## src/rtl/sc2a_pkg.sv

```systemverilog
// Shared types, constants and scancode set 1 translation tables for the
// scancode to ASCII FIFO block. Depends on nothing.
package sc2a_pkg;

    // Default character buffer depth
    localparam int FIFO_DEPTH_DEFAULT = 256;

    // Command codes
    localparam logic CMD_SCANCODE = 1'b0;
    localparam logic CMD_READ     = 1'b1;

    // Shift key codes and the break marker
    localparam logic [7:0] SC_LSHIFT_MAKE  = 8'h2A;
    localparam logic [7:0] SC_RSHIFT_MAKE  = 8'h36;
    localparam logic [7:0] SC_LSHIFT_BREAK = 8'hAA;
    localparam logic [7:0] SC_RSHIFT_BREAK = 8'hB6;
    localparam int         SC_BREAK_BIT    = 7;

    // Request transaction
    typedef struct packed {
        logic       cmd;
        logic [7:0] scancode;
    } req_t;

    // Response transaction
    typedef struct packed {
        logic       read_valid;
        logic [6:0] char_out;
        logic       not_empty;
        logic       dropped;
    } rsp_t;

    // Unshifted key map; zero for keys with no character
    function automatic logic [6:0] plain_char(input logic [6:0] code);
        logic [7:0] c;
        unique case (code)
            7'h02: c = "1";
            7'h03: c = "2";
            7'h04: c = "3";
            7'h05: c = "4";
            7'h06: c = "5";
            7'h07: c = "6";
            7'h08: c = "7";
            7'h09: c = "8";
            7'h0A: c = "9";
            7'h0B: c = "0";
            7'h0C: c = "-";
            7'h0D: c = "=";
            7'h0E: c = 8'd8;
            7'h0F: c = 8'd9;
            7'h10: c = "q";
            7'h11: c = "w";
            7'h12: c = "e";
            7'h13: c = "r";
            7'h14: c = "t";
            7'h15: c = "y";
            7'h16: c = "u";
            7'h17: c = "i";
            7'h18: c = "o";
            7'h19: c = "p";
            7'h1A: c = "[";
            7'h1B: c = "]";
            7'h1C: c = 8'd10;
            7'h1E: c = "a";
            7'h1F: c = "s";
            7'h20: c = "d";
            7'h21: c = "f";
            7'h22: c = "g";
            7'h23: c = "h";
            7'h24: c = "j";
            7'h25: c = "k";
            7'h26: c = "l";
            7'h27: c = ";";
            7'h28: c = 8'h27;
            7'h29: c = 8'h60;
            7'h2B: c = 8'h5C;
            7'h2C: c = "z";
            7'h2D: c = "x";
            7'h2E: c = "c";
            7'h2F: c = "v";
            7'h30: c = "b";
            7'h31: c = "n";
            7'h32: c = "m";
            7'h33: c = ",";
            7'h34: c = ".";
            7'h35: c = "/";
            7'h37: c = "*";
            7'h39: c = " ";
            7'h47: c = "7";
            7'h48: c = "8";
            7'h49: c = "9";
            7'h4A: c = "-";
            7'h4B: c = "4";
            7'h4C: c = "5";
            7'h4D: c = "6";
            7'h4E: c = "+";
            7'h4F: c = "1";
            7'h50: c = "2";
            7'h51: c = "3";
            7'h52: c = "0";
            7'h53: c = ".";
            default: c = 8'h00;
        endcase
        return c[6:0];
    endfunction

    // Shifted key map; keys that shift does not change fall back to plain
    function automatic logic [6:0] shifted_char(input logic [6:0] code);
        logic [7:0] c;
        unique case (code)
            7'h02: c = "!";
            7'h03: c = "@";
            7'h04: c = "#";
            7'h05: c = "$";
            7'h06: c = 8'h25;
            7'h07: c = "^";
            7'h08: c = "&";
            7'h09: c = "*";
            7'h0A: c = "(";
            7'h0B: c = ")";
            7'h0C: c = "_";
            7'h0D: c = "+";
            7'h10: c = "Q";
            7'h11: c = "W";
            7'h12: c = "E";
            7'h13: c = "R";
            7'h14: c = "T";
            7'h15: c = "Y";
            7'h16: c = "U";
            7'h17: c = "I";
            7'h18: c = "O";
            7'h19: c = "P";
            7'h1A: c = "{";
            7'h1B: c = "}";
            7'h1E: c = "A";
            7'h1F: c = "S";
            7'h20: c = "D";
            7'h21: c = "F";
            7'h22: c = "G";
            7'h23: c = "H";
            7'h24: c = "J";
            7'h25: c = "K";
            7'h26: c = "L";
            7'h27: c = ":";
            7'h28: c = 8'h22;
            7'h29: c = "~";
            7'h2B: c = "|";
            7'h2C: c = "Z";
            7'h2D: c = "X";
            7'h2E: c = "C";
            7'h2F: c = "V";
            7'h30: c = "B";
            7'h31: c = "N";
            7'h32: c = "M";
            7'h33: c = "<";
            7'h34: c = ">";
            7'h35: c = "?";
            default: c = {1'b0, plain_char(code)};
        endcase
        return c[6:0];
    endfunction

endpackage

```

## src/rtl/scancode_to_ascii_fifo.sv

```systemverilog
// Scancode set 1 to ASCII translator with a character ring buffer.
// Depends on sc2a_pkg for transaction types, key codes and key maps.
//
// Usage:
//   The req channel carries one transaction per command: cmd selects
//   either a raw scancode byte or a read of one buffered character.
//   Shift make/break codes track the shift state; other make codes with a
//   character are mapped to ASCII and pushed into a buffer of FIFO_DEPTH
//   slots, one of which stays free, so up to FIFO_DEPTH-1 characters are
//   held. A push into a full buffer is discarded and flagged with dropped.
//   Every req transaction gives exactly one rsp transaction. A read on an
//   empty buffer answers read_valid=0 and char_out=0; it never blocks.
// Timing:
//   One transaction per cycle sustained unless rsp stalls. The response
//   appears in the cycle after acceptance, from the synchronous read of
//   the character memory, and sits in the output register until taken.
//   While rsp is stalled with a response pending, req is stalled too.
// Reset:
//   rst_n clears the shift state, both pointers and the output valid.
//   Memory contents are not cleared; only written slots are ever read.
module scancode_to_ascii_fifo #(
    parameter int FIFO_DEPTH = sc2a_pkg::FIFO_DEPTH_DEFAULT
) (
    input  logic            clk,
    input  logic            rst_n,
    input  logic            req_valid,
    output logic            req_stall,
    input  sc2a_pkg::req_t  req,
    output logic            rsp_valid,
    input  logic            rsp_stall,
    output sc2a_pkg::rsp_t  rsp
);

    localparam int PTR_W = $clog2(FIFO_DEPTH);
    localparam logic [PTR_W-1:0] LAST_SLOT = PTR_W'(FIFO_DEPTH - 1);

    // Character memory
    logic [6:0] mem [FIFO_DEPTH];
    logic [6:0] rdata_reg;

    // Control state
    logic             shift_reg, shift_next;
    logic [PTR_W-1:0] wr_ptr_reg, wr_ptr_next;
    logic [PTR_W-1:0] rd_ptr_reg, rd_ptr_next;

    // Output register
    logic       out_valid_reg;
    logic       read_valid_reg, read_valid_next;
    logic       not_empty_reg, not_empty_next;
    logic       dropped_reg, dropped_next;

    logic             accept;
    logic             wr_en;
    logic             rd_en;
    logic [6:0]       char_val;
    logic [PTR_W-1:0] wr_inc;
    logic [PTR_W-1:0] rd_inc;
    logic             is_make;

    assign req_stall = out_valid_reg & rsp_stall;
    assign accept    = req_valid & ~req_stall;

    assign wr_inc  = (wr_ptr_reg == LAST_SLOT) ? '0 : wr_ptr_reg + 1'b1;
    assign rd_inc  = (rd_ptr_reg == LAST_SLOT) ? '0 : rd_ptr_reg + 1'b1;
    assign is_make = ~req.scancode[sc2a_pkg::SC_BREAK_BIT];

    // Key map lookup with the current shift state
    assign char_val = shift_reg ? sc2a_pkg::shifted_char(req.scancode[6:0])
                                : sc2a_pkg::plain_char(req.scancode[6:0]);

    // Command decode and pointer update
    always_comb
    begin
        shift_next      = shift_reg;
        wr_ptr_next     = wr_ptr_reg;
        rd_ptr_next     = rd_ptr_reg;
        wr_en           = 1'b0;
        rd_en           = 1'b0;
        read_valid_next = 1'b0;
        dropped_next    = 1'b0;
        if (accept)
        begin
            unique case (req.cmd)
                sc2a_pkg::CMD_SCANCODE:
                begin
                    priority if (req.scancode == sc2a_pkg::SC_LSHIFT_MAKE ||
                                 req.scancode == sc2a_pkg::SC_RSHIFT_MAKE)
                    begin
                        shift_next = 1'b1;
                    end
                    else if (req.scancode == sc2a_pkg::SC_LSHIFT_BREAK ||
                             req.scancode == sc2a_pkg::SC_RSHIFT_BREAK)
                    begin
                        shift_next = 1'b0;
                    end
                    else if (is_make && char_val != 7'd0)
                    begin
                        if (wr_inc == rd_ptr_reg)
                        begin
                            dropped_next = 1'b1;
                        end
                        else
                        begin
                            wr_en       = 1'b1;
                            wr_ptr_next = wr_inc;
                        end
                    end
                    else
                    begin
                        shift_next = shift_reg;
                    end
                end
                sc2a_pkg::CMD_READ:
                begin
                    if (wr_ptr_reg != rd_ptr_reg)
                    begin
                        rd_en           = 1'b1;
                        read_valid_next = 1'b1;
                        rd_ptr_next     = rd_inc;
                    end
                end
                default:
                begin
                    shift_next = shift_reg;
                end
            endcase
        end
        not_empty_next = (wr_ptr_next != rd_ptr_next);
    end

    // Memory write port and registered read port
    always_ff @(posedge clk)
    begin
        if (wr_en)
        begin
            mem[wr_ptr_reg] <= char_val;
        end
        if (rd_en)
        begin
            rdata_reg <= mem[rd_ptr_reg];
        end
    end

    // Control registers
    always_ff @(posedge clk or negedge rst_n)
    begin
        if (!rst_n)
        begin
            shift_reg     <= 1'b0;
            wr_ptr_reg    <= '0;
            rd_ptr_reg    <= '0;
            out_valid_reg <= 1'b0;
        end
        else
        begin
            shift_reg  <= shift_next;
            wr_ptr_reg <= wr_ptr_next;
            rd_ptr_reg <= rd_ptr_next;
            if (accept)
            begin
                out_valid_reg <= 1'b1;
            end
            else if (!rsp_stall)
            begin
                out_valid_reg <= 1'b0;
            end
        end
    end

    // Response payload, loaded with each accepted transaction
    always_ff @(posedge clk)
    begin
        if (accept)
        begin
            read_valid_reg <= read_valid_next;
            not_empty_reg  <= not_empty_next;
            dropped_reg    <= dropped_next;
        end
    end

    assign rsp_valid       = out_valid_reg;
    assign rsp.read_valid  = read_valid_reg;
    assign rsp.char_out    = read_valid_reg ? rdata_reg : 7'd0;
    assign rsp.not_empty   = not_empty_reg;
    assign rsp.dropped     = dropped_reg;

`ifndef SYNTHESIS
    // Every accepted transaction yields a response in the next cycle
    a_rsp_follows: assert property (@(posedge clk) disable iff (!rst_n)
        accept |=> rsp_valid)
        else $error("accepted transaction produced no response");

    // A drop means the buffer was full, so it cannot be empty afterwards
    a_drop_full: assert property (@(posedge clk) disable iff (!rst_n)
        (rsp_valid && rsp.dropped) |-> rsp.not_empty)
        else $error("drop reported with empty buffer");

    // A pop and a drop never come from the same transaction
    a_pop_xor_drop: assert property (@(posedge clk) disable iff (!rst_n)
        rsp_valid |-> !(rsp.read_valid && rsp.dropped))
        else $error("read and drop in one response");

    // Pointers stay inside the buffer
    a_ptr_range: assert property (@(posedge clk) disable iff (!rst_n)
        (wr_ptr_reg <= LAST_SLOT) && (rd_ptr_reg <= LAST_SLOT))
        else $error("pointer out of range");

    // Write and read never target memory in the same cycle
    a_one_port_op: assert property (@(posedge clk) disable iff (!rst_n)
        !(wr_en && rd_en))
        else $error("simultaneous memory write and read");
`endif

endmodule
```

## config.mk

```make
export PLATFORM = sky130hd
export DESIGN_NAME = scancode_to_ascii_fifo
export DESIGN_NICKNAME = d
export VERILOG_FILES = /design/src/rtl/sc2a_pkg.sv /design/src/rtl/scancode_to_ascii_fifo.sv
export SDC_FILE = /design/constraint.sdc
export NUM_CORES = 2
export LEC_CHECK = 0
export BUFFER_PORTS_ARGS = -buffer_cell sky130_fd_sc_hd__buf_2
export CAP_MARGIN = 15
export CORE_MARGIN = 4
export CORE_UTILIZATION = 58
export CTS_CLUSTER_SIZE = 16
export DETAILED_ROUTE_END_ITERATION = 8
export PLACE_DENSITY = 0.74
export SYNTH_ARGS = -nofsm -noshare
export SYNTH_HDL_FRONTEND = slang
export SYNTH_SLANG_ARGS = --single-unit
```

## constraint.sdc

```tcl
create_clock -name clk -period 14.2 [get_ports clk]
set_clock_uncertainty 0.2 [all_clocks]
set_input_delay 2.13 -clock clk [delete_from_list [all_inputs] [get_ports clk]]
set_output_delay 2.13 -clock clk [all_outputs]
set_load 0.01 [all_outputs]
```

==> out/metrics.yaml <==
outcome:
  status: "completed"
setup_path:
  crit_top_cell: "nor2_1"
  path_buf_inv: 3
  slowest_stage: "nand3_1"
  worstPathArrival_ps: 7600
  crit_fanout: 22
  cp_cell_sequence: "buf_2, inv_1, ha_1, nor2_1, a221o_1, o221ai_1, o41ai_4, buf_4, o21a_1, a31o_4, or2_4, nor2_2, nand3_1, nor2_1"
  cp_slowest_stage_delay_ps: 810
  required_ps: 14430
  cp-start-kind: "primary input"
  rr_worst_depth: 10
  cp_num_cells: 14
  path_class: "primary input to register"
  r2r_slack_ps: 7720
  crit_family: "simple AND/OR/NAND/NOR gates"
  end_kind: "register"
clock_network:
  root_buffer: "clkbuf_16"
  worstSkewPairLatency_ps: 800
  holdBufCountCts: 0
  post_cts_resize_count: 0
  h-tree-depth: 4
  clk_pin_slew_worst_paths_ps: 70
  cts_tree: "done"
  cts_setup_buffers: 0
  clock-sinks: 1820
  clockBufferDepth: 3
  cts-buffers-inserted: 171
placed_design:
  dp_hpwl_mm: 104.3
  postPlaceCellArea_sq_um: 75010
  pre_cts_slack_ps: 6136
  place_congestion: 0.8863
  io_buffers: 24
synthesis:
  postSynthAreaPerCell_sq_um: 21.68
  synthesis.area_sq_um: 73030
  syn-num-nets: 3397
  synth-seq-cells: 1820
  synth-edff-count: 1802
  ys.warnings.count: 0
  ys_seq_area_share_pct: 74.71
  async_flop_share_pct: 0.9890
  ys_types: 76
  synth.most_common_cell: "edfxtp_1"
  netlist_instances: 3369
  synth-main-ff-cell: "edfxtp_1"
  ys_top_cells_by_area: "edfxtp_1, mux4_2, nor2_1"
  ys_top_cells_by_count: "edfxtp_1, mux4_2, nor2_1"
  synth_top_area_cell: "edfxtp_1"
  yosys.area.top_type_share_pct: 74.09
floorplan:
  die_y_um: 362.9
  pin_count: 25
  num_rows: 129
  die_w_um: 362.9
  placeableCoreArea_sq_um: 124400
  die_area_sq_um: 131700
  floorplan.initialDensity_pct: 58.69
sta:
  rsz0062_at_grt: "false"
  fmax_mhz: 135.7
  setup_slack_ps: 6829
  max-slew-margin-rel_pct: 16.18
  maxSlewViolCount: 0
  worstMarginPinSlew_ps: 1257
  finalSetupTns_ps: 0
  post-route-period-util_pct: 51.91
  finalHoldViolCount: 0
  min_period_ps: 7371
  setup_viol: 0
power_and_ir_drop:
  sw_frac_of_total_pct: 28.86
  seqPwrFrac_pct: 42.6
  clkPwrFrac_pct: 30.6
  power_density_nw_per_um2: 180.3
  switchingPower_mw: 4.184
  leakage_nw: 24.00
  max-vdd-ir-drop_uv: 225.9
  power.internal_mw: 10.31
  power_mw: 14.50
  combPwrFrac_pct: 26.7
global_route:
  grtUsageTotal_pct: 27.84
  grt_max_degree: 197
  grt-ovfl-total: 0
  grt_pass1_vias: 36130
  antenna_found_initial: 10
  grt_pass1_wl_mm: 263.9
drt:
  wire_per_inst_um: 34.35
  vias: 36040
  viasPerCell: 6.930
  drt_iter0_markers: 5822
  finalWirelength_mm: 178.6
  drc_errors: 0
  firstDrtPassIters: 6
  final_antenna_net_count: 0
layout:
  stdcell_area_sq_um: 80430
  largest_reg_flops: 1792
  drive_gt1_share_pct: 27.62
  nets: 3447
  final_core_util_pct: 64.63
  syn2layout_area_growth_pct: 10.13
hold_path:
  holdPathStages: 2
  hold_class: "register to register"
flow_run:
  max-cap-violations: 0
## per-layer routing
metal  part of all wire [%]  up-vias  GRT usage, %
li1                       -    14260             -
met1                     37    18840         40.76
met2                     48     2597         43.30
met3                     11      347         5.823
met4                    3.2        6         8.578
met5                  0.022        -             0
## logic make-up after synthesis
logic type / after synthesis / share of synthesized area (%)
AOI/OAI and AO/OA: 153 / 1.436
buffers and inverters: 241 / 1.441
muxes: 612 / 18.53
xor gates and xnor gates: 29 / 0.4095
and+or+nand+nor: 499 / 3.221
DFF: 1820 / 74.71
adders and majority gates: 15 / 0.2570
## final timing paths
path                            endpoint     startpoint
max in group asynchronous  rd_ptr_reg[2]          rst_n
min                            rsp_valid      rsp_valid
min in group asynchronous      rsp_valid          rst_n
max reg2reg                 rdata_reg[6]  rd_ptr_reg[0]
min reg2reg                    rsp_valid      rsp_valid
max                           mem[81][5]         req[1]
## cell type report
type	count	area, sq um
clock buffer	215	4529
fill	7724	44010
tap	1637	2048
antenna	8	20.02
timing repair buffer	100	765.7
sequential	1820	54580
multi-input combinational	1308	17550
inverter	18	67.56
clock inverter	95	873.3
## through the flow
stage               std cells  hold WS [ps]
CTS                      5193         452.3
detailed placement       4883         431.4
global placement         4883         387.3
finish                   5201         444.5
floorplan                3369         305.2
global route             5194         501.6
## power by group through the flow
stage	combinational, mW	clock [mW]	sequential (mW)
final	3.88	4.44	6.18
after global routing	4.04	4.74	6.19
after CTS	3.89	4.48	6.18
after detailed placement	3.85	0	6.30
after global placement	3.80	0	6.29
after floorplan	2.75	0	6.21
## worst min-delay path: stages, from the launching register on
cell	delay [ps]
dfrtp_1	370
and2_1	150
or2_2	100
## cells in the final DEF, fill, tap and decap left out, types with 15 or more instances in the layout
cell / synthesis / routed
edfxtp_1: 1802 / 1802
mux4_2: 591 / 591
nor2_1: 268 / 267
clkbuf_16: 0 / 175
buf_4: 6 / 70
nand2_1: 52 / 52
clkbuf_1: 112 / 40
clkinv_1: 1 / 34
a21oi_1: 35 / 30
o21ai_0: 29 / 29
clkinv_2: 0 / 25
nor3_1: 24 / 24
buf_2: 82 / 24
nor4_1: 23 / 19
inv_1: 17 / 17
nor2b_1: 15 / 15
xnor2_1: 15 / 15
ha_1: 15 / 15
No activity file was read; power rests on OpenSTA's default activity.
